==> src/sv/i2c_command_packet_receiver_top_macros.svh <==
// Assertion macros shared by the receiver's RTL.
`ifndef I2C_COMMAND_PACKET_RECEIVER_TOP_MACROS_SVH
`define I2C_COMMAND_PACKET_RECEIVER_TOP_MACROS_SVH

// Same-cycle implication, held off while reset is high.
`define I2C_CPR_ASSERT_NOW(lbl, clk, rst, ante, cons, msg) \
  lbl: assert property (@(posedge clk) disable iff (rst) (ante) |-> (cons)) else $error(msg);

// Next-cycle implication, held off while reset is high.
`define I2C_CPR_ASSERT_NEXT(lbl, clk, rst, ante, cons, msg) \
  lbl: assert property (@(posedge clk) disable iff (rst) (ante) |=> (cons)) else $error(msg);

`endif

==> src/sv/i2c_cpr_pkg.sv <==
package i2c_cpr_pkg;

  // Request codes carried in req_type.
  localparam logic [1:0] REQ_BYTE     = 2'd0;
  localparam logic [1:0] REQ_STOP     = 2'd1;
  localparam logic [1:0] REQ_TX_EMPTY = 2'd2;
  localparam logic [1:0] REQ_FLASH    = 2'd3;

  // Configuration register indexes.
  localparam logic [1:0] CFG_WRITE_CMD   = 2'd0;
  localparam logic [1:0] CFG_STATUS_CMD  = 2'd1;
  localparam logic [1:0] CFG_FULL_LENGTH = 2'd2;
  localparam logic [1:0] CFG_START_ADDR  = 2'd3;

  localparam int unsigned CFG_DATA_W  = 22;
  localparam int unsigned ADDR_W      = 22;
  localparam int unsigned QUEUE_DEPTH = 4;

  typedef enum logic [2:0] {
    KIND_DATA      = 3'd0,
    KIND_WRITE_REQ = 3'd1,
    KIND_STATUS    = 3'd2,
    KIND_BAD_CMD   = 3'd3,
    KIND_SEQ_DONE  = 3'd4
  } kind_t;

  typedef enum logic [1:0] {
    PH_CMD  = 2'd0,
    PH_LEN  = 2'd1,
    PH_DATA = 2'd2
  } phase_t;

  typedef enum logic [1:0] {
    APP_WAIT    = 2'd0,
    APP_WRITING = 2'd1,
    APP_DONE    = 2'd2
  } app_state_t;

  typedef struct packed {
    logic [1:0] req_type;
    logic [7:0] rx_byte;
    logic       flash_ok;
  } in_item_t;

  typedef struct packed {
    kind_t       kind;
    logic [6:0]  word_index;
    logic [15:0] word_value;
    logic [21:0] dest_address;
    logic [7:0]  word_count;
    logic [1:0]  tx_value;
    logic        sequence_failed;
  } result_t;

  typedef struct packed {
    kind_t       kind;
    logic [6:0]  word_index;
    logic [15:0] word_value;
    logic [21:0] dest_address;
    logic [7:0]  word_count;
    logic [1:0]  tx_value;
    logic        sequence_failed;
    logic        last;
  } out_item_t;

  // One queue entry holds every result of one accepted item.
  typedef struct packed {
    logic    two;
    result_t first;
    result_t second;
  } entry_t;

endpackage

==> src/sv/i2c_cpr_fifo.sv <==
module i2c_cpr_fifo
  import i2c_cpr_pkg::*;
#(
  parameter int unsigned DEPTH = 4
) (
  input  logic   clk,
  input  logic   rst,
  input  logic   push,
  input  entry_t push_entry,
  input  logic   pop,
  output entry_t head,
  output logic   full,
  output logic   empty
);

  localparam int unsigned PTR_W = (DEPTH > 1) ? $clog2(DEPTH) : 1;
  localparam int unsigned CNT_W = $clog2(DEPTH + 1);
  localparam logic [PTR_W-1:0] LAST_PTR = PTR_W'(DEPTH - 1);

  entry_t           slots [DEPTH];
  logic [PTR_W-1:0] wr_ptr, rd_ptr;
  logic [CNT_W-1:0] count;
  logic             do_push, do_pop;

  assign full    = (count == CNT_W'(DEPTH));
  assign empty   = (count == '0);
  assign do_push = push && !full;
  assign do_pop  = pop && !empty;
  assign head    = slots[rd_ptr];

  always_ff @(posedge clk) begin
    if (do_push) begin
      slots[wr_ptr] <= push_entry;
    end
  end

  always_ff @(posedge clk) begin
    if (rst) begin
      wr_ptr <= '0;
      rd_ptr <= '0;
      count  <= '0;
    end else begin
      if (do_push) begin
        wr_ptr <= (wr_ptr == LAST_PTR) ? '0 : wr_ptr + PTR_W'(1);
      end
      if (do_pop) begin
        rd_ptr <= (rd_ptr == LAST_PTR) ? '0 : rd_ptr + PTR_W'(1);
      end
      if (do_push && !do_pop) begin
        count <= count + CNT_W'(1);
      end else if (do_pop && !do_push) begin
        count <= count - CNT_W'(1);
      end
    end
  end

endmodule

==> config.mk <==
export PLATFORM = sky130hd
export DESIGN_NAME = i2c_cpr_fifo
export DESIGN_NICKNAME = d
export VERILOG_FILES = /design/src/sv/i2c_command_packet_receiver_top_macros.svh /design/src/sv/i2c_cpr_pkg.sv /design/src/sv/i2c_cpr_fifo.sv
export SDC_FILE = /design/constraint.sdc
export NUM_CORES = 1
export LEC_CHECK = 0
export BUFFER_PORTS_ARGS = -buffer_cell sky130_fd_sc_hd__clkbuf_2
export CAP_MARGIN = 20
export CORE_MARGIN = 8
export CORE_UTILIZATION = 55
export CTS_BUF_LIST = sky130_fd_sc_hd__clkbuf_4 sky130_fd_sc_hd__clkbuf_8
export DETAILED_ROUTE_END_ITERATION = 10
export PLACE_DENSITY_LB_ADDON = 0.25
export SLEW_MARGIN = 10
export SYNTH_ARGS = -nofsm -noshare
export SYNTH_HDL_FRONTEND = slang
export SYNTH_SLANG_ARGS = --single-unit
==> constraint.sdc <==
create_clock -name clk -period 5.9 [get_ports clk]
set_input_delay 0.295 -clock clk [delete_from_list [all_inputs] [get_ports clk]]
set_output_delay 0.295 -clock clk [all_outputs]
set_load 0.05 [all_outputs]
==> impl_metrics.env <==
export IMPL_maxCapViolations=0
export IMPL_drt_pre_antenna_iters=5
export IMPL_clk_path_buf_depth=3
export IMPL_ys_ff_latch=485
export IMPL_multiInputGateArea_sq_um=2980
export IMPL_cts_made_buffers=77
export IMPL_max_slew_margin_pct=39.15
export IMPL_io_buffers=243
export IMPL_initial_utilization_pct=55.92
export IMPL_worstMarginPinSlew_ns=0.9127
export IMPL_finalHoldViolCount=0
export IMPL_postRouteAntennaNets=0
export IMPL_worstRegToRegCells=3
export IMPL_dr_first_iter_drc_count=353
export IMPL_fmax_mhz=317.5
export IMPL_post_dp_hpwl_microns=19820
export IMPL_cts_tree="yes"
export IMPL_clkTransAtPathRegs_ns=0.06
export IMPL_rsz0062_at_grt="false"
export IMPL_place_inst=1296
export IMPL_min_period_ns=3.149
export IMPL_grt_pass1_vias=9478
export IMPL_setup_tns_ns=0
export IMPL_startpoint_type="register"
export IMPL_area_growth_pct=24.62
export IMPL_syn_area_per_cell_sq_um=26.36
export IMPL_ys_warn_count=0
export IMPL_antenna_found_initial=2
export IMPL_ff2ff_setup_slack_ns=3.31
export IMPL_die_height_microns=195.3
export IMPL_ios=244
export IMPL_grtUsageTotal_pct=18.21
export IMPL_cp_cell_sequence="buf_4 > mux4_2 > clkbuf_2"
export IMPL_grt_max_degree=66
export IMPL_maxSlewViolCount=0
export IMPL_netlist_area_sq_um=17690
export IMPL_ys_types=26
export IMPL_fin_area_sq_um=22050
export IMPL_setup_viol=0
export IMPL_p_per_area_nw_per_um2=452.3
export IMPL_cts_sinks=485
export IMPL_core_area_sq_um=31640
export IMPL_synthCells=671
export IMPL_fillCellCount=1920
export IMPL_yosysSeqAreaShare_pct=81.82
export IMPL_fin_skew_ns=0.01970
export IMPL_crit_path_top_delay_cell="buf_4"
export IMPL_layout_nets=1222
export IMPL_cts_max_level=3
export IMPL_wl_microns=34790
export IMPL_yosysTopAreaCell="edfxtp_1"
export IMPL_vias=8469
export IMPL_yosysTopAreaCellShare_pct=80.80
export IMPL_leakagePower_nw=7.575
export IMPL_worstSkewPairLatency_ns=0.57
export IMPL_place_ws_ns=3.269
export IMPL_synthTopCellsByArea="edfxtp_1, mux4_2, dfxtp_1"
export IMPL_wl_per_cell_microns=22.44
export IMPL_fin_ws_ns=2.751
export IMPL_fin_cells=1550
export IMPL_placed_area_sq_um=19330
export IMPL_drc=0
export IMPL_layout_drive_gt1_share_pct=43.72
export IMPL_path_class="register to primary output"
export IMPL_async_flop_share_pct=0
export IMPL_cts_root_buffer="clkbuf_8"
export IMPL_rows=65
export IMPL_die_w_microns=195.3
export IMPL_irDropWorstVdd_v=0.0003248
export IMPL_finalPower_mw=9.971
export IMPL_slowest_delay_ns=0.68
export IMPL_gp_congestion=0.7277
export IMPL_seqCellArea_sq_um=14480
export IMPL_worst_setup_path_end_kind="primary output"
export IMPL_required_ns=5.61
export IMPL_overflow=0
export IMPL_grt_pass1_wl_microns=53680
export IMPL_die_area_sq_um=38160
export IMPL_crit_fanout=39
export IMPL_arrival_ns=2.85
export IMPL_period_share_pct=53.38
export IMPL_synth_edf_count=476
export IMPL_holdCritPathClass="input port to register"
export IMPL_via_per_inst=5.464
export IMPL_outcome="finished, final reports clean"
export IMPL_yosys_most_used_dff="edfxtp_1"
export IMPL_cts_resized=0
export IMPL_syn_num_nets=801
export IMPL_timing_hold_worst_path_depth=2
[critical path, delay by kind of cell, from the launching register on]
kind     cells  cell delay [ns]
buf+inv      2             0.94
flops        1             0.66
mux          1             0.63
[synth_stat cells (3+ instances only)]
library cell / count
edfxtp_1: 476
mux4_2: 119
buf_6: 14
buf_2: 12
dfxtp_1: 9
ha_1: 6
and3_1: 4
inv_1: 4
nor2_1: 3
[area by class of cell]
| cell class | instances | share of cell area, % |
|---|---|---|
| Sequential cell | 485 | 65.69 |
| Multi-Input combinational cell | 153 | 13.52 |
| Timing Repair Buffer | 370 | 11.48 |
| Clock buffer | 104 | 5.783 |
| Tap cell | 402 | 2.282 |
| Clock inverter | 29 | 1.090 |
| Inverter | 5 | 0.1419 |
| Antenna cell | 2 | 0.02270 |
[sequential cells by signal, summed over array words and instances (netlist names), named ones only]
name	count
count	3
rd_ptr	2
slots	476
wr_ptr	2
[through the flow]
stage / utilization [%] / hold slack (ns)
global route: 69.69 / 0.04066
CTS: 69.67 / 0.006966
global placement: 61.12 / 0.5096
detailed placement: 61.12 / 0.5149
finish: 69.69 / 0.06268
floorplan: - / 0.3939
[worst paths after layout]
check	start	endpoint
min reg2reg	rd_ptr[0]$_SDFFE_PP0P_	register
min	rst	wr_ptr[1]$_SDFFE_PP0P_
max reg2reg	count[0]$_SDFFE_PP0P_	slots[1][98]$_DFFE_PP_
max	register	head[81]
[report_power, final]
group	total (mW)	internal, mW	switching, mW
sequential	4.30	4.17	0.127
combinational	2.89	0.872	2.02
clock	2.78	1.58	1.21
[layer usage]
layer  global-route usage [%]  part of all wire [%]  vias to the layer above  routed length [microns]
li1                         -                     -                     3771                        -
met1                    22.14                    40                     4356                    13820
met2                    31.54                    52                      283                    18170
met3                    4.539                   5.9                       59                     2040
met4                    6.345                   2.2                        0                      752
met5                        0                     0                        -                        0
[kinds of logic after synthesis]
logic type | after synthesis | share of synthesized area, %
fa+ha+maj | 7 | 0.5375
xor+xnor | 2 | 0.09903
mux | 121 | 15.26
buf+inv | 33 | 1.450
simple gates | 16 | 0.5304
flops | 485 | 81.82
compound gates | 7 | 0.3041
[what timing repair did]
item	4_1_cts	5_1_grt
setup buffers	0	0
hold buffers	119	0
hold endpoints to repair	476	0
[layout by cell type (no fill, tap or decap), types with 4 or more instances in the layout]
master         netlist  final
bufinv_16            0      4
ha_1                 6      6
dlygate4sd3_1        0    119
clkinv_2             0      7
and3_4               0      4
inv_1                4      4
clkinv_1             0     14
buf_12               0      5
edfxtp_1           476    476
mux4_2             119    119
clkbuf_4             0     25
dfxtp_1              9      7
clkbuf_8             0     79
clkbuf_2             0    243
(Power assumes the default switching activity.)
