## src/sv/i2c_command_packet_receiver_top_macros.svh

```systemverilog
// Assertion macros shared by the receiver's RTL.
`ifndef I2C_COMMAND_PACKET_RECEIVER_TOP_MACROS_SVH
`define I2C_COMMAND_PACKET_RECEIVER_TOP_MACROS_SVH

// Same-cycle implication, held off while reset is high.
`define I2C_CPR_ASSERT_NOW(lbl, clk, rst, ante, cons, msg) \
  lbl: assert property (@(posedge clk) disable iff (rst) (ante) |-> (cons)) else $error(msg);

// Next-cycle implication, held off while reset is high.
`define I2C_CPR_ASSERT_NEXT(lbl, clk, rst, ante, cons, msg) \
  lbl: assert property (@(posedge clk) disable iff (rst) (ante) |=> (cons)) else $error(msg);

`endif

```

## src/sv/i2c_cpr_pkg.sv

```systemverilog
package i2c_cpr_pkg;

  // Request codes carried in req_type.
  localparam logic [1:0] REQ_BYTE     = 2'd0;
  localparam logic [1:0] REQ_STOP     = 2'd1;
  localparam logic [1:0] REQ_TX_EMPTY = 2'd2;
  localparam logic [1:0] REQ_FLASH    = 2'd3;

  // Configuration register indexes.
  localparam logic [1:0] CFG_WRITE_CMD   = 2'd0;
  localparam logic [1:0] CFG_STATUS_CMD  = 2'd1;
  localparam logic [1:0] CFG_FULL_LENGTH = 2'd2;
  localparam logic [1:0] CFG_START_ADDR  = 2'd3;

  localparam int unsigned CFG_DATA_W  = 22;
  localparam int unsigned ADDR_W      = 22;
  localparam int unsigned QUEUE_DEPTH = 4;

  typedef enum logic [2:0] {
    KIND_DATA      = 3'd0,
    KIND_WRITE_REQ = 3'd1,
    KIND_STATUS    = 3'd2,
    KIND_BAD_CMD   = 3'd3,
    KIND_SEQ_DONE  = 3'd4
  } kind_t;

  typedef enum logic [1:0] {
    PH_CMD  = 2'd0,
    PH_LEN  = 2'd1,
    PH_DATA = 2'd2
  } phase_t;

  typedef enum logic [1:0] {
    APP_WAIT    = 2'd0,
    APP_WRITING = 2'd1,
    APP_DONE    = 2'd2
  } app_state_t;

  typedef struct packed {
    logic [1:0] req_type;
    logic [7:0] rx_byte;
    logic       flash_ok;
  } in_item_t;

  typedef struct packed {
    kind_t       kind;
    logic [6:0]  word_index;
    logic [15:0] word_value;
    logic [21:0] dest_address;
    logic [7:0]  word_count;
    logic [1:0]  tx_value;
    logic        sequence_failed;
  } result_t;

  typedef struct packed {
    kind_t       kind;
    logic [6:0]  word_index;
    logic [15:0] word_value;
    logic [21:0] dest_address;
    logic [7:0]  word_count;
    logic [1:0]  tx_value;
    logic        sequence_failed;
    logic        last;
  } out_item_t;

  // One queue entry holds every result of one accepted item.
  typedef struct packed {
    logic    two;
    result_t first;
    result_t second;
  } entry_t;

endpackage

```

## src/sv/i2c_cpr_front.sv

```systemverilog
module i2c_cpr_front
  import i2c_cpr_pkg::*;
#(
  parameter int unsigned BUFFER_WORDS = 128
) (
  input  logic                  clk,
  input  logic                  rst,
  input  logic                  cfg_we,
  input  logic [1:0]            cfg_index,
  input  logic [CFG_DATA_W-1:0] cfg_data,
  input  logic                  fire,
  input  in_item_t              item,
  output logic                  push,
  output entry_t                entry
);

  localparam logic [8:0] FULL_BYTES = 9'(2 * BUFFER_WORDS);
  localparam logic [ADDR_W-1:0] ADDR_STEP = ADDR_W'(BUFFER_WORDS);

  logic [7:0]        write_cmd, status_cmd, full_code;
  logic [ADDR_W-1:0] start_addr;

  phase_t            phase, phase_next;
  logic [7:0]        length_code, length_code_next;
  logic [8:0]        expected, expected_next;
  logic [8:0]        received, received_next;
  logic [7:0]        held_low, held_low_next;
  app_state_t        app_state, app_state_next;
  logic [ADDR_W-1:0] cur_addr, cur_addr_next;
  logic              pending, pending_next;

  logic              have_word;
  result_t           word_res, req_res, single_res;
  logic [8:0]        len_ext;

  always_ff @(posedge clk) begin
    if (rst) begin
      write_cmd   <= 8'd23;
      status_cmd  <= 8'd32;
      full_code   <= 8'd0;
      start_addr  <= '0;
      phase       <= PH_CMD;
      length_code <= '0;
      expected    <= '0;
      received    <= '0;
      held_low    <= '0;
      app_state   <= APP_WAIT;
      cur_addr    <= '0;
      pending     <= 1'b0;
    end else begin
      phase       <= phase_next;
      length_code <= length_code_next;
      expected    <= expected_next;
      received    <= received_next;
      held_low    <= held_low_next;
      app_state   <= app_state_next;
      pending     <= pending_next;
      cur_addr    <= cur_addr_next;
      if (cfg_we) begin
        unique case (cfg_index)
          CFG_WRITE_CMD:   write_cmd  <= cfg_data[7:0];
          CFG_STATUS_CMD:  status_cmd <= cfg_data[7:0];
          CFG_FULL_LENGTH: full_code  <= cfg_data[7:0];
          CFG_START_ADDR:  start_addr <= cfg_data[ADDR_W-1:0];
          default: ;
        endcase
      end
    end
  end

  always_comb begin
    phase_next       = phase;
    length_code_next = length_code;
    expected_next    = expected;
    received_next    = received;
    held_low_next    = held_low;
    app_state_next   = app_state;
    cur_addr_next    = cur_addr;
    pending_next     = pending;
    push             = 1'b0;
    entry            = '0;
    have_word        = 1'b0;
    word_res         = '0;
    req_res          = '0;
    single_res       = '0;
    len_ext          = {1'b0, item.rx_byte};

    word_res.kind       = KIND_DATA;
    word_res.word_index = received[7:1];
    word_res.word_value = {item.rx_byte, held_low};

    if (fire) begin
      unique case (item.req_type)
        REQ_BYTE: begin
          unique case (phase)
            PH_LEN: begin
              length_code_next = item.rx_byte;
              if (item.rx_byte == full_code || len_ext > FULL_BYTES) begin
                expected_next = FULL_BYTES;
              end else begin
                expected_next = len_ext;
              end
              received_next = '0;
              phase_next    = PH_DATA;
            end
            PH_DATA: begin
              if (received < expected) begin
                if (!received[0]) begin
                  held_low_next = item.rx_byte;
                end else begin
                  have_word = 1'b1;
                end
                received_next = received + 9'd1;
              end
              // The packet closes once the byte count reaches the expected length.
              if (received_next >= expected) begin
                req_res.kind         = KIND_WRITE_REQ;
                req_res.dest_address = cur_addr;
                req_res.word_count   = expected[8:1];
                phase_next           = PH_CMD;
                pending_next         = 1'b1;
                app_state_next       = APP_WRITING;
                push                 = 1'b1;
                if (have_word) begin
                  entry.two    = 1'b1;
                  entry.first  = word_res;
                  entry.second = req_res;
                end else begin
                  entry.first = req_res;
                end
              end else if (have_word) begin
                push        = 1'b1;
                entry.first = word_res;
              end
            end
            default: begin
              phase_next = PH_CMD;
              if (item.rx_byte == write_cmd) begin
                phase_next = PH_LEN;
              end else begin
                push = 1'b1;
                if (item.rx_byte == status_cmd) begin
                  single_res.kind     = KIND_STATUS;
                  single_res.tx_value = app_state;
                end else begin
                  single_res.kind = KIND_BAD_CMD;
                end
                entry.first = single_res;
              end
            end
          endcase
        end
        REQ_STOP: begin
          phase_next    = PH_CMD;
          received_next = '0;
        end
        REQ_TX_EMPTY: begin
          push                = 1'b1;
          single_res.kind     = KIND_STATUS;
          single_res.tx_value = app_state;
          entry.first         = single_res;
        end
        default: begin
          if (pending) begin
            pending_next = 1'b0;
            if (!item.flash_ok || length_code != full_code) begin
              app_state_next             = item.flash_ok ? APP_DONE : APP_WAIT;
              cur_addr_next              = start_addr;
              push                       = 1'b1;
              single_res.kind            = KIND_SEQ_DONE;
              single_res.sequence_failed = !item.flash_ok;
              entry.first                = single_res;
            end else begin
              // A full buffer went out: move on to the next block.
              cur_addr_next = cur_addr + ADDR_STEP;
            end
          end
        end
      endcase
    end

    // A start address write also reloads the running destination address.
    if (cfg_we && cfg_index == CFG_START_ADDR) begin
      cur_addr_next = cfg_data[ADDR_W-1:0];
    end
  end

endmodule

```

## config.mk

```make
export PLATFORM = sky130hd
export DESIGN_NAME = i2c_cpr_front
export DESIGN_NICKNAME = d
export VERILOG_FILES = /design/src/sv/i2c_command_packet_receiver_top_macros.svh /design/src/sv/i2c_cpr_pkg.sv /design/src/sv/i2c_cpr_front.sv
export SDC_FILE = /design/constraint.sdc
export NUM_CORES = 1
export LEC_CHECK = 0
export BUFFER_PORTS_ARGS = -buffer_cell sky130_fd_sc_hd__buf_2
export CORE_ASPECT_RATIO = 0.7
export CORE_MARGIN = 2
export CORE_UTILIZATION = 30
export CTS_BUF_LIST = sky130_fd_sc_hd__clkbuf_8 sky130_fd_sc_hd__clkbuf_16
export DETAILED_ROUTE_END_ITERATION = 8
export SETUP_SLACK_MARGIN = 0.02
export SYNTH_ARGS = -nofsm -noshare
export SYNTH_HDL_FRONTEND = slang
export SYNTH_SLANG_ARGS = --single-unit
```

## constraint.sdc

```tcl
create_clock -name clk -period 6.15 [get_ports clk]
set_clock_uncertainty 0.1 [all_clocks]
set_input_delay 0.3075 -clock clk [delete_from_list [all_inputs] [get_ports clk]]
set_output_delay 0.3075 -clock clk [all_outputs]
set_load 0.03 [all_outputs]
```

==> results.toml <==
[status]
status = "finished clean"

[synthesis]
synth_seq_cells = 107
synth_cells = 813
ys_async_sr_fraction_pct = 0
netlist_area_um2 = 6470
yosysTopAreaCell = "dfxtp_1"
synth_most_common_cell = "dfxtp_1"
synthFlopType = "dfxtp_1"
synth_seq_area_share_pct = 33.1
synth-edff-count = 0
ys_warn_count = 0
synth_cell_types = 58
avgSynthCellArea_um2 = 7.96
synthTopCellsByArea = "dfxtp_1 (33%), and2_1 (7.4%), nand2_1 (5.4%)"
synthTopCellsByCount = "dfxtp_1 (107), nand2_1 (93), and2_1 (77)"
yosys.area.top_type_share_pct = 33.1

[pwr]
switching_share_pct = 26.0
power.switching_uw = 392
intPower_mw = 1.11
comb_power_share_pct = 10.1
clock_power_share_pct = 41.8
p_leak_nw = 3.25
p_total_mw = 1.51
seqPwrFrac_pct = 48.1
power.density_nw_per_um2 = 201
vdd_ir_drop_max_mv = 0.121

[setup_path]
cp-startpoint = "received[2]$_SDFFE_PP0P_"
slowest_delay_ns = 0.49
endpoint_kind = "output port"
slowest_stage = "dfxtp_1"
startpoint_type = "flip-flop"
crit_type = "flip-flop to output port"
worstReg2RegStart = "received[2]$_SDFFE_PP0P_"
crit_chain = "ha_1, a21oi_1, o21ai_0, a21oi_1, and2_1, mux2_2, ha_1, nand2_1, o21ai_0, a21oi_1, and2_1, nor3b_2, buf_4, and2_1, buf_2"
critPathMaxFanout = 24
cp.arrival_ns = 4.96
required_ns = 5.74

[timing]
min_period_ns = 5.36
clock.fmax_ghz = 0.186
tns_ns = 0
final_hold_viol_count = 0
finalSetupViolCount = 0
setup_ws_ns = 0.786
worst_pin_slew_ns = 0.940
slew_headroom_pct = 37.3
grt_setup_unrepaired = "no"
fin_crit_sh_pct = 87.2
slew_violations = 0

[min_path]
hp-class = "input port to flip-flop"
hold_start = "cfg_data[15]"

[finish]
nNetsFinal = 969
nFillCells = 2249
num_antenna_cells = 0
fin_util_pct = 35.8
synthToLayoutAreaGrowth_pct = 15.7
drive_gt1_share_pct = 19.6
finalNonFillerCells = 1185

[clocking]
clock_sinks = 107
cts.clk_slew.worst_paths_ns = 0.07
clockRootBuffer = "clkbuf_16"
clock_path_buffers = 2
cts_buffers = 9
hold_buffers = 0
cts_tree = "yes"
cts_setup_buffers = 0
worst_skew_pair.late_latency_ns = 0.35
cts.repair.resized = 0
cts_htree_levels = 3

[drt]
vias = 5785
ant_nets = 0
first_pass_iters = 5
wl_per_cell_um = 15.7
wl_mm = 18.6
drtIter0Drc = 361
route.detailed.drc = 0
drt-vias-per-instance = 4.88

[global_routing]
grt_max_degree = 89
grt_remaining_overflow = 0
antenna_found_initial = 0
grt_usage_pct = 15.8
grt_pass1_vias = 5107
grt_pass1_wl_mm = 28.7

[place]
dp.cells = 1169
gp_congestion = 0.858
dp_hpwl_mm = 13.5
io_buffers = 130
dp_worst_setup_slack_ns = 1.24

[die]
initial_core_util_pct = 30.9
dieArea_um2 = 22800
rows = 44
die_x_um = 179
coreArea_um2 = 20900
dieHeight_um = 127
pin_count = 159

[flow_run]
maxCapViolations = 0
[worst max-delay path: cells and delay by family (launching register included)]
kind	cells	cell delay (ns)
AND/OR/NAND/NOR	5	1.50
AO/OA/AOI/OAI	5	1.05
adder cells (fa/ha/maj)	2	0.57
buffers and inverters	2	0.57
flip-flops	1	0.49
multiplexers	1	0.40
[worst paths after layout]
check | endpoint | slack [ns] | cells after the start
hold reg to reg | start_addr[21]$_SDFFE_PP0P_ | 0.36 | 2
setup reg to reg | app_state[0]$_SDFFE_PP0P_ | 2.22 | 13
setup / recovery | entry[25] | 0.79 | 15
hold / removal | cur_addr[15]$_SDFFE_PP0P_ | 0.06 | 3
[cells by family after synthesis]
kind of cell | Yosys count | synth area share (%)
AND/OR/NAND/NOR | 356 | 28.1
AO/OA/AOI/OAI | 138 | 13.5
buffers and inverters | 108 | 8.92
flip-flops | 107 | 33.1
XOR/XNOR | 42 | 5.69
multiplexers | 35 | 5.53
adder cells (fa/ha/maj) | 26 | 5.03
other | 1 | 0.0580
[stage by stage]
stage | hold WS [ns] | cell area (um^2)
floorplan | 0.316 | 6570
global placement | 0.343 | 7170
detailed placement | 0.348 | 7170
CTS | 0.0503 | 7480
global route | 0.0811 | 7480
finish | 0.0599 | 7480
[flip-flops by register name, summed over array words and instances, names as in the netlist]
register / count
expected: 9
received: 9
pending: 1
app_state: 2
cur_addr: 22
status_cmd: 8
held_low: 8
start_addr: 22
length_code: 8
write_cmd: 8
full_code: 8
phase: 2
[power groups by stage]
stage / sequential, mW / combinational (mW) / clock [mW]
detailed placement: 0.741 / 0.151 / 0
floorplan: 0.735 / 0.126 / 0
global placement: 0.741 / 0.150 / 0
CTS: 0.725 / 0.152 / 0.649
global route: 0.728 / 0.167 / 0.668
finish: 0.725 / 0.152 / 0.629
[layout make-up]
cell class              count  area (um^2)  area share [%]
flip-flops and latches    107         2140            28.6
multi-input cells         625         3870            51.7
well taps                 276          345            4.61
clock buffers               9          225            3.01
clock inverters             7         92.6            1.24
inverters                  21         78.8            1.05
repair buffers            140          728            9.73
[metal layers]
metal / share of wire, % / wire length [um] / global-route usage (%)
met3: 3.9 / 725 / 2.90
met5: 0 / 0 / 0
met2: 40 / 7490 / 21.6
met4: 1.1 / 202 / 3.54
met1: 55 / 10100 / 25.1
[placed cells by master, fill, tap and decap left out, types with 7 or more instances in the layout]
cell | synthesis | layout
buf_2 | 4 | 129
dfxtp_1 | 107 | 107
nand2_1 | 93 | 93
and2_1 | 77 | 77
nor2_1 | 71 | 71
a21oi_1 | 58 | 58
mux2i_1 | 29 | 29
conb_1 | 1 | 28
ha_1 | 26 | 26
xor2_1 | 24 | 24
nor4_1 | 23 | 23
nor3_1 | 23 | 22
inv_1 | 20 | 21
xnor2_1 | 18 | 18
o21ai_0 | 16 | 16
nand4_1 | 13 | 13
nand3_1 | 11 | 11
buf_4 | 29 | 11
clkbuf_16 | 0 | 9
and3_1 | 8 | 8
a22oi_1 | 8 | 8
nor2b_1 | 7 | 7
(Power assumes the default switching activity.)
