### src/sv/i2c_command_packet_receiver_top_macros.svh
// Assertion macros shared by the receiver's RTL.
`ifndef I2C_COMMAND_PACKET_RECEIVER_TOP_MACROS_SVH
`define I2C_COMMAND_PACKET_RECEIVER_TOP_MACROS_SVH

// Same-cycle implication, held off while reset is high.
`define I2C_CPR_ASSERT_NOW(lbl, clk, rst, ante, cons, msg) \
  lbl: assert property (@(posedge clk) disable iff (rst) (ante) |-> (cons)) else $error(msg);

// Next-cycle implication, held off while reset is high.
`define I2C_CPR_ASSERT_NEXT(lbl, clk, rst, ante, cons, msg) \
  lbl: assert property (@(posedge clk) disable iff (rst) (ante) |=> (cons)) else $error(msg);

`endif

### src/sv/i2c_cpr_pkg.sv
package i2c_cpr_pkg;

  // Request codes carried in req_type.
  localparam logic [1:0] REQ_BYTE     = 2'd0;
  localparam logic [1:0] REQ_STOP     = 2'd1;
  localparam logic [1:0] REQ_TX_EMPTY = 2'd2;
  localparam logic [1:0] REQ_FLASH    = 2'd3;

  // Configuration register indexes.
  localparam logic [1:0] CFG_WRITE_CMD   = 2'd0;
  localparam logic [1:0] CFG_STATUS_CMD  = 2'd1;
  localparam logic [1:0] CFG_FULL_LENGTH = 2'd2;
  localparam logic [1:0] CFG_START_ADDR  = 2'd3;

  localparam int unsigned CFG_DATA_W  = 22;
  localparam int unsigned ADDR_W      = 22;
  localparam int unsigned QUEUE_DEPTH = 4;

  typedef enum logic [2:0] {
    KIND_DATA      = 3'd0,
    KIND_WRITE_REQ = 3'd1,
    KIND_STATUS    = 3'd2,
    KIND_BAD_CMD   = 3'd3,
    KIND_SEQ_DONE  = 3'd4
  } kind_t;

  typedef enum logic [1:0] {
    PH_CMD  = 2'd0,
    PH_LEN  = 2'd1,
    PH_DATA = 2'd2
  } phase_t;

  typedef enum logic [1:0] {
    APP_WAIT    = 2'd0,
    APP_WRITING = 2'd1,
    APP_DONE    = 2'd2
  } app_state_t;

  typedef struct packed {
    logic [1:0] req_type;
    logic [7:0] rx_byte;
    logic       flash_ok;
  } in_item_t;

  typedef struct packed {
    kind_t       kind;
    logic [6:0]  word_index;
    logic [15:0] word_value;
    logic [21:0] dest_address;
    logic [7:0]  word_count;
    logic [1:0]  tx_value;
    logic        sequence_failed;
  } result_t;

  typedef struct packed {
    kind_t       kind;
    logic [6:0]  word_index;
    logic [15:0] word_value;
    logic [21:0] dest_address;
    logic [7:0]  word_count;
    logic [1:0]  tx_value;
    logic        sequence_failed;
    logic        last;
  } out_item_t;

  // One queue entry holds every result of one accepted item.
  typedef struct packed {
    logic    two;
    result_t first;
    result_t second;
  } entry_t;

endpackage

### src/sv/i2c_cpr_back.sv
module i2c_cpr_back
  import i2c_cpr_pkg::*;
(
  input  logic      clk,
  input  logic      rst,
  input  entry_t    head,
  input  logic      empty,
  output logic      pop,
  output logic      out_valid,
  input  logic      out_ready,
  output out_item_t out_item
);

  // Set while the second result of the head entry is on offer.
  logic    second_sel;
  result_t cur;
  logic    is_last;

  assign cur       = second_sel ? head.second : head.first;
  assign is_last   = !head.two || second_sel;
  assign out_valid = !empty;
  assign pop       = out_valid && out_ready && is_last;

  always_comb begin
    out_item.kind            = cur.kind;
    out_item.word_index      = cur.word_index;
    out_item.word_value      = cur.word_value;
    out_item.dest_address    = cur.dest_address;
    out_item.word_count      = cur.word_count;
    out_item.tx_value        = cur.tx_value;
    out_item.sequence_failed = cur.sequence_failed;
    out_item.last            = is_last;
  end

  always_ff @(posedge clk) begin
    if (rst) begin
      second_sel <= 1'b0;
    end else if (out_valid && out_ready) begin
      second_sel <= !is_last;
    end
  end

endmodule

### config.mk
export PLATFORM = sky130hd
export DESIGN_NAME = i2c_cpr_back
export DESIGN_NICKNAME = d
export VERILOG_FILES = /design/src/sv/i2c_command_packet_receiver_top_macros.svh /design/src/sv/i2c_cpr_pkg.sv /design/src/sv/i2c_cpr_back.sv
export SDC_FILE = /design/constraint.sdc
export NUM_CORES = 1
export LEC_CHECK = 0
export ABC_AREA = 1
export BUFFER_PORTS_ARGS = -buffer_cell sky130_fd_sc_hd__buf_2
export CAP_MARGIN = 20
export CORE_AREA = 2 2 71 73
export CTS_CLUSTER_SIZE = 30
export DETAILED_ROUTE_END_ITERATION = 10
export DIE_AREA = 0 0 73 75
export PLACE_DENSITY = 0.66
export SYNTH_ARGS = -nofsm -noshare
export SYNTH_HDL_FRONTEND = slang
export SYNTH_SLANG_ARGS = --single-unit
### constraint.sdc
create_clock -name clk -period 1.3 [get_ports clk]
set_clock_uncertainty 0.2 [all_clocks]
set_input_delay 0.065 -clock clk [delete_from_list [all_inputs] [get_ports clk]]
set_output_delay 0.065 -clock clk [all_outputs]
set_load 0.02 [all_outputs]
==> results of run 1 <==
## kinds of logic (layout without fill, tap and decap cells)
logic type,after synthesis,count (layout),synth area share
AND/OR/NAND/NOR,183,183,0.833
buffers and inverters,19,195,0.143
flip-flops,1,1,0.0243
## cell type report
cell class                 instances  share of cell area
inverter                           5              0.0117
tap                               54              0.0371
timing repair buffer             190               0.562
multi-input combinational        183               0.377
sequential                         1              0.0117
## timing repair
item | in CTS | in global routing
resized for setup | 0 | 1
hold buffers | 0 | 0
endpoints found under the setup margin | 0 | 4
## per-layer routing
metal  wire length, µm  track usage
met4                 0      0.00206
met5                 0            0
met3               398       0.0120
met2              2090        0.259
met1              1510        0.122
## synthesized netlist by cell type
master	n	area (µm²)
buf_2	8	40.0
buf_4	3	22.5
buf_6	3	33.8
dfxtp_1	1	20.0
inv_1	4	15.0
inv_4	1	6.26
nand2_1	180	676
nor2_1	3	11.3
## tightest hold or removal path, delay by kind of cell
| family | cells | cell delay (ns) |
|---|---|---|
| and+or+nand+nor | 2 | 0.08 |
| buffers and inverters | 2 | 0.10 |
## worst paths after layout
| check | start | to | slack [ns] |
|---|---|---|---|
| worst max-delay path | second_sel | out_item[15] | 0.09 |
| worst min-delay path | rst | second_sel | 0.09 |
| worst max register to register | second_sel | second_sel | 0.15 |
| worst min register to register | second_sel | second_sel | 0.65 |
## through the flow
stage          hold WS (ns)  setup slack (ns)  cell area [µm²]  utilization  total power, mW
5_1_grt               0.125            0.0173             1820        0.391            0.990
3_5_place_dp         0.0969            0.0675             1790        0.385            0.893
2_1_floorplan       0.00845            0.0933              825            -            0.516
6_report             0.0950            0.0889             1820        0.391            0.902
3_3_place_gp         0.0899            0.0767             1790        0.385            0.887
4_1_cts              0.0958            0.0651             1790        0.385            0.896
## where the power goes
| group | internal (mW) | switching (mW) | total, mW |
|---|---|---|---|
| Sequential | 0.0340 | 0.00451 | 0.0385 |
| Combinational | 0.359 | 0.504 | 0.863 |
| Clock | 0 | 0 | 0 |
| Total | 0.393 | 0.508 | 0.902 |
==> flow_results.org, run 1 <==
** Run status
- Result of the run :: finished clean

** Timing
- Total negative setup slack :: 0 ns
- The max-slew violation count came to 0.
- Post-route clock period utilization :: 0.932
- Based on the critical path, the design can be clocked at up to a little over 800 MHz.
- Crit path time final :: around 1.2 ns
- The final-report hold violation count is 0.
- Setup violations remaining at the end of the flow were counted as 0.
- Setup repair after global routing left no endpoint under its margin.
- In this run the tightest slew margin relative to its limit is 0.895.
- For the pin with the worst max-slew slack, the measured transition is approximately 0.16 ns.

** Critical path
- Biggest fanout along the worst timing path :: 14
- Worst-path cell chain :: inv_4 > clkbuf_16 > nand2_1 > nand2_1 > buf_2
- Crit path DAT :: 0.95 ns
- The kind of cell with the highest combined delay along the critical path is buffers and inverters.
- The most numerous cell type found on the critical path is nand2_1.
- The critical path contains buffers and inverters numbering 3 combined.
- For this run, the slowest stage of the critical path takes 0.34 ns.
- The slowest stage of the critical path is the dfxtp_2 cell.
- Crit path depth :: 5
- Data on the critical path is required at its endpoint by between 1 and 1.5 ns.
- Nature of the critical path startpoint :: register
- Worst Reg-to-Reg Cells :: 5
- Setup CP Type :: reg2out
- Critical path endpoint category :: output port

** Logic synthesis
- Count of different cell masters after synthesis :: 8
- After synthesis the netlist holds a flip-flop and latch count of 1.
- Number of warnings reported in the yosys synthesis log :: 0
- Synthesized cell area :: between 800 and 900 µm²
- Avg Synthesized Cell Area :: ~4.1 µm²
- Synthesized netlist cell count :: between 200 and 250
- Post-synthesis sequential area ratio :: 0.0243
- Post-synthesis net count :: 326

** Finish
- 0 antenna diodes ended up in the layout.
- The finished layout holds around 430 standard cells, fillers aside.
- More flip-flops sit in one register than any other, and that register is second_sel.
- Multi-input gate area in the final layout :: between 600 and 700 µm²
- Relative to the synthesized area, the layout overhead comes to 121%.
- In the layout the commonest cells are buf_2 (184), nand2_1 (180), inv_1 (4).
- Regs by FF count :: second_sel (1)
- After the last flow step, the layout net total stands at roughly 500.
- Max FFs per register :: 1
- Fill cells in the final layout number 512.
- Most frequent standard cell in the layout excluding fill and tap cells :: buf_2
- In the final layout, the share of cells above drive strength 1 is 0.507.
- Registers take 21.3 µm².

** Detailed routing
- Dividing the detail-routed wire length by the instance count gives 9.23 µm.
- Vias after detailed routing :: 1749
- Using the TritonRoute via totals, the vias-per-cell ratio works out to ~4.
- Final WL :: about 4000 µm
- In the routed design, unresolved DRC markers number 0.
- Detailed-routing iteration count for the pre-antenna-repair pass :: 4
- For this block, the initial DRC count from the detailed router was 31.
- In this run the remaining antenna-violating nets after routing total 0.

** Pwr
- Leakage dissipation :: between 1 and 1.5 nW
- The worst-case IR drop observed on VDD is 0.000210 V.
- Areal power density over the cells :: 495 mW/mm²

** Floorplanning
- The die is around 73 µm wide.
- Row generation in the floorplan step produced 25 rows.
- CORE AREA :: about 0.0047 mm²
- Count of boundary I/O pins :: approximately 190
- The floorplan step set the die height to around 75 µm.
- Initial standard-cell utilization of the core :: 0.177
- Die outline area :: roughly 0.0055 mm²

** Clocking
- Once the clock tree was built, the setup fixing pass inserted 0 buffers.
- Source-to-sink clock delay at the later pin of the worst-skew pair :: 0 ns
- Clock transition at the registers of the reported paths :: 0 ns

** Global routing
- The number of global-route vias before repair is ~1500.
- Global-route wire length before repair :: between 5000 and 6000 µm
- For this run the aggregate overflow at the end of global routing stands at 0.
- GR Util All Layers :: 0.118
- Initial antenna violation count :: 0
- Entering global routing, the biggest net connects 31 pins.

** Placement
- Total of buffers placed on input and output ports :: around 180
- Detailed placement finished with a half-perimeter wire length of between 3000 and 4000 µm.
- Cells after DPL :: roughly 430
- Final weighted congestion in routability-driven placement :: a little under 0.7

** Hold path
- The tightest min-delay check is of the in2reg type.
- Count of cells along the worst hold path :: 4

** Flow run
- Number of max-cap violations :: 0
Note: power is estimated with default switching activity, not from simulation.
==> inputs of run 2 (changes only) <==
- CORE_AREA: 2 2 71 73 -> 2 2 72 74
- DIE_AREA: 0 0 73 75 -> 0 0 74 76
- PLACE_DENSITY: 0.66 -> 0.65
- clock period: 1.3 -> 1.4 ns (I/O delays scaled with it)
==> flow_results.org, run 2 (synthesis results as in run 1) <==
** Critical path
- The element type at the critical path end is an output port (unchanged).
- Setup slack on the worst flop-to-flop path :: 0.31 ns (was 0.15 ns)
- Highest-delay cell along the critical path :: dfxtp_2 (unchanged)
- The maximum net fanout on the critical path was 35 (was 14).
- Setup CP Type :: reg2out (unchanged)
- Req. time, crit path :: 1.13 ns (was 1.03 ns)
- Cell family with most CP delay :: flip-flops (was buffers and inverters)
- Critical Path Most Common Cell :: nand2_1 (unchanged)
- The worst endpoint data arrival time came to 0.92 ns (was 0.95 ns).
- Crit path buffers/inverters :: 2 (was 3)
- Maximum cell stage delay along the critical path :: 0.39 ns (was 0.34 ns)
- Worst-path cell chain: buf_12 > nand2_1 > nand2_1 > buf_2 (was inv_4 > clkbuf_16 > nand2_1 > nand2_1 > buf_2).
- The category of the worst setup path launch point is a register (unchanged).

** Floorplanning
- The die width was 74 µm (was 73 µm).
- The die boundary height is 76 µm (was 75 µm).
- Die outline area :: 0.00562 mm² (was 0.00548 mm²)
- Row Count :: 26 (was 25)
- The starting density of the core came to 0.168 (was 0.177).
- The floorplan core area came to 0.00491 mm² (was 0.00466 mm²).
- Count of boundary I/O pins :: 185 (unchanged)

** Detailed routing
- Detailed route wirelength on metal3 :: 408 µm (was 398 µm)
- Final WL :: 3980 µm (was 4000 µm)
- The top metal layer carrying routed signals is met3 (unchanged).
- M1 WL :: 1560 µm (was 1510 µm)
- Detailed-routing iteration count for the pre-antenna-repair pass :: 4 (unchanged)
- Number of violations reported at the end of detailed-routing iteration 0 :: 63 (was 31)
- The via count normalized by instance count is 3.83 (was 4.04).
- Met2 routed WL :: 2010 µm (was 2090 µm)
- Post-route ant nets :: 0 (unchanged)
- The total number of vias was 1713 (was 1749).
- DRC violations left :: 0 (unchanged)
- The routed length per placed instance is 8.90 µm (was 9.23 µm).

** Global routing
- The number of global-route vias before repair was 1580 (was 1453).
- The global-route wire length before repair came to 6360 µm (was 5520 µm).
- GR Util All Layers :: 0.132 (was 0.118)
- The number of antenna violations at the first check in global routing came to 0 (unchanged).
- Maximum number of pins on one net before global-route repair :: 38 (was 31)
- The residual overflow from global routing is 0 (unchanged).

** Timing
- The clock period could shrink to between 1 and 1.5 ns.
- Worst Max-Slew Pin Slew :: 0.169 ns (was 0.158 ns)
- The max-slew violation count was 0 (unchanged).
- Total negative setup slack :: 0 ns (unchanged)
- The final number of setup-violating endpoints came to 0 (unchanged).
- The final-report hold violation count came to 0 (unchanged).
- Maximum frequency from static timing analysis :: 841 MHz
- RSZ-0062 raised after global routing :: false (unchanged)
- Post-route clock period utilization :: 0.849
- The worst slew margin relative to its limit is 0.887 (was 0.895).

** Flow run
- The max-cap violation count came to 0 (unchanged).

** Finish
- Most frequent standard cell in the layout excluding fill and tap cells :: buf_2 (unchanged)
- The total non-filler cell area in the finished layout came to 0.00182 mm² (about the same).
- Most flop-heavy register :: second_sel (unchanged)
- Max FFs per register :: 1 (unchanged)
- Regs by FF count: second_sel (1) (unchanged).
- The antenna diode instance count came to 0 (unchanged).
- Commonest non-fill, non-tap cells in the layout :: buf_2 (184), nand2_1 (180), inv_1 (4), buf_12 (4), nor2_1 (3) (was buf_2 (184), nand2_1 (180), inv_1 (4))
- The post-synthesis to final-layout area growth came to 120% (was 121%).
- Number of nets in the final layout :: 502 (was 504)
- Share of post-route cells with drive strength above 1 :: 0.504 (was 0.507)
- The filler-free cell count of the finished design was 447 (was 433).

** Run status
- Result of the run :: finished clean (unchanged)

** Placement
- The placed standard-cell area is 0.00182 mm² (was 0.00179 mm²).
- The number of buffer cells added on primary ports is 184 (unchanged).
- The weighted congestion reported at the end of routability-driven placement came to 0.759 (was 0.689).
- The instance count after placement with tap cells included was 447 (was 432).

** Pwr
- The static leakage power is 1.32 nW (was 1.34 nW).
- The worst ir drop on vdd is 0.000253 V (was 0.000210 V).
- Areal power density over the cells :: 457 mW/mm² (was 495 mW/mm²)
- Total power :: 0.831 mW (was 0.902 mW)

** Clocking
- The number of resized instances in the post-cts repair step is 0 (unchanged).
- The clock input transition at the sequential cells of the worst setup and hold paths was 0 ns (about the same).
- Cts-stage hold buffer count :: 0 (unchanged)
- The clock latency reported for the late side of the worst-skew pair was 0 ns (about the same).
- Setup Buffers After CTS :: 0 (unchanged)

** Hold path
- The type of the most critical hold path is in2reg (unchanged).
## run 2: changes by cell type in the layout (fill, tap and decap cells not counted), sizes merged
cell,previous run,this run
buf,189,188
clkbuf,1,0
## run 2: worst min-delay path, delay by kind of cell
kind / cells / cell delay, ns
buffers and inverters: 2 / 0.10
and+or+nand+nor: 2 / 0.08
## run 2: worst paths after layout
| path | from | end | depth (start not counted) |
|---|---|---|---|
| setup / recovery | second_sel | out_item[18] | 4 |
| hold / removal | rst | second_sel | 4 |
| setup reg to reg | second_sel | second_sel | 5 |
| hold reg to reg | second_sel | second_sel | 3 |
## run 2: layout make-up
cell class / instances / area, µm²
inverters: 5 / 21.3
multi-input cells: 183 / 687
fillers: 551 / 3090
well taps: 70 / 87.6
repair buffers: 188 / 1000
flip-flops and latches: 1 / 21.3
## run 2: metrics by stage
| step | utilization | setup slack [ns] | hold slack (ns) |
|---|---|---|---|
| 2_1_floorplan | - | 0.193 | 0.0135 |
| 3_3_place_gp | 0.370 | 0.223 | 0.0949 |
| 3_5_place_dp | 0.370 | 0.210 | 0.100 |
| 4_1_cts | 0.370 | 0.207 | 0.100 |
| 5_1_grt | 0.370 | 0.141 | 0.125 |
| 6_report | 0.370 | 0.212 | 0.0958 |
## run 2: where the power goes
part / internal [mW] / switching (mW) / leakage [nW] / total, mW
clock network: 0 / 0 / 0 / 0
logic: 0.327 / 0.468 / 1.32 / 0.795
registers: 0.0315 / 0.00478 / 0.00861 / 0.0363
total: 0.359 / 0.473 / 1.32 / 0.831
## run 2: metal layers
layer / global-route usage / vias up
met5: 0 / -
met4: 0.0109 / 0
met3: 0.0132 / 0
met2: 0.284 / 106
met1: 0.131 / 669
li1: - / 938
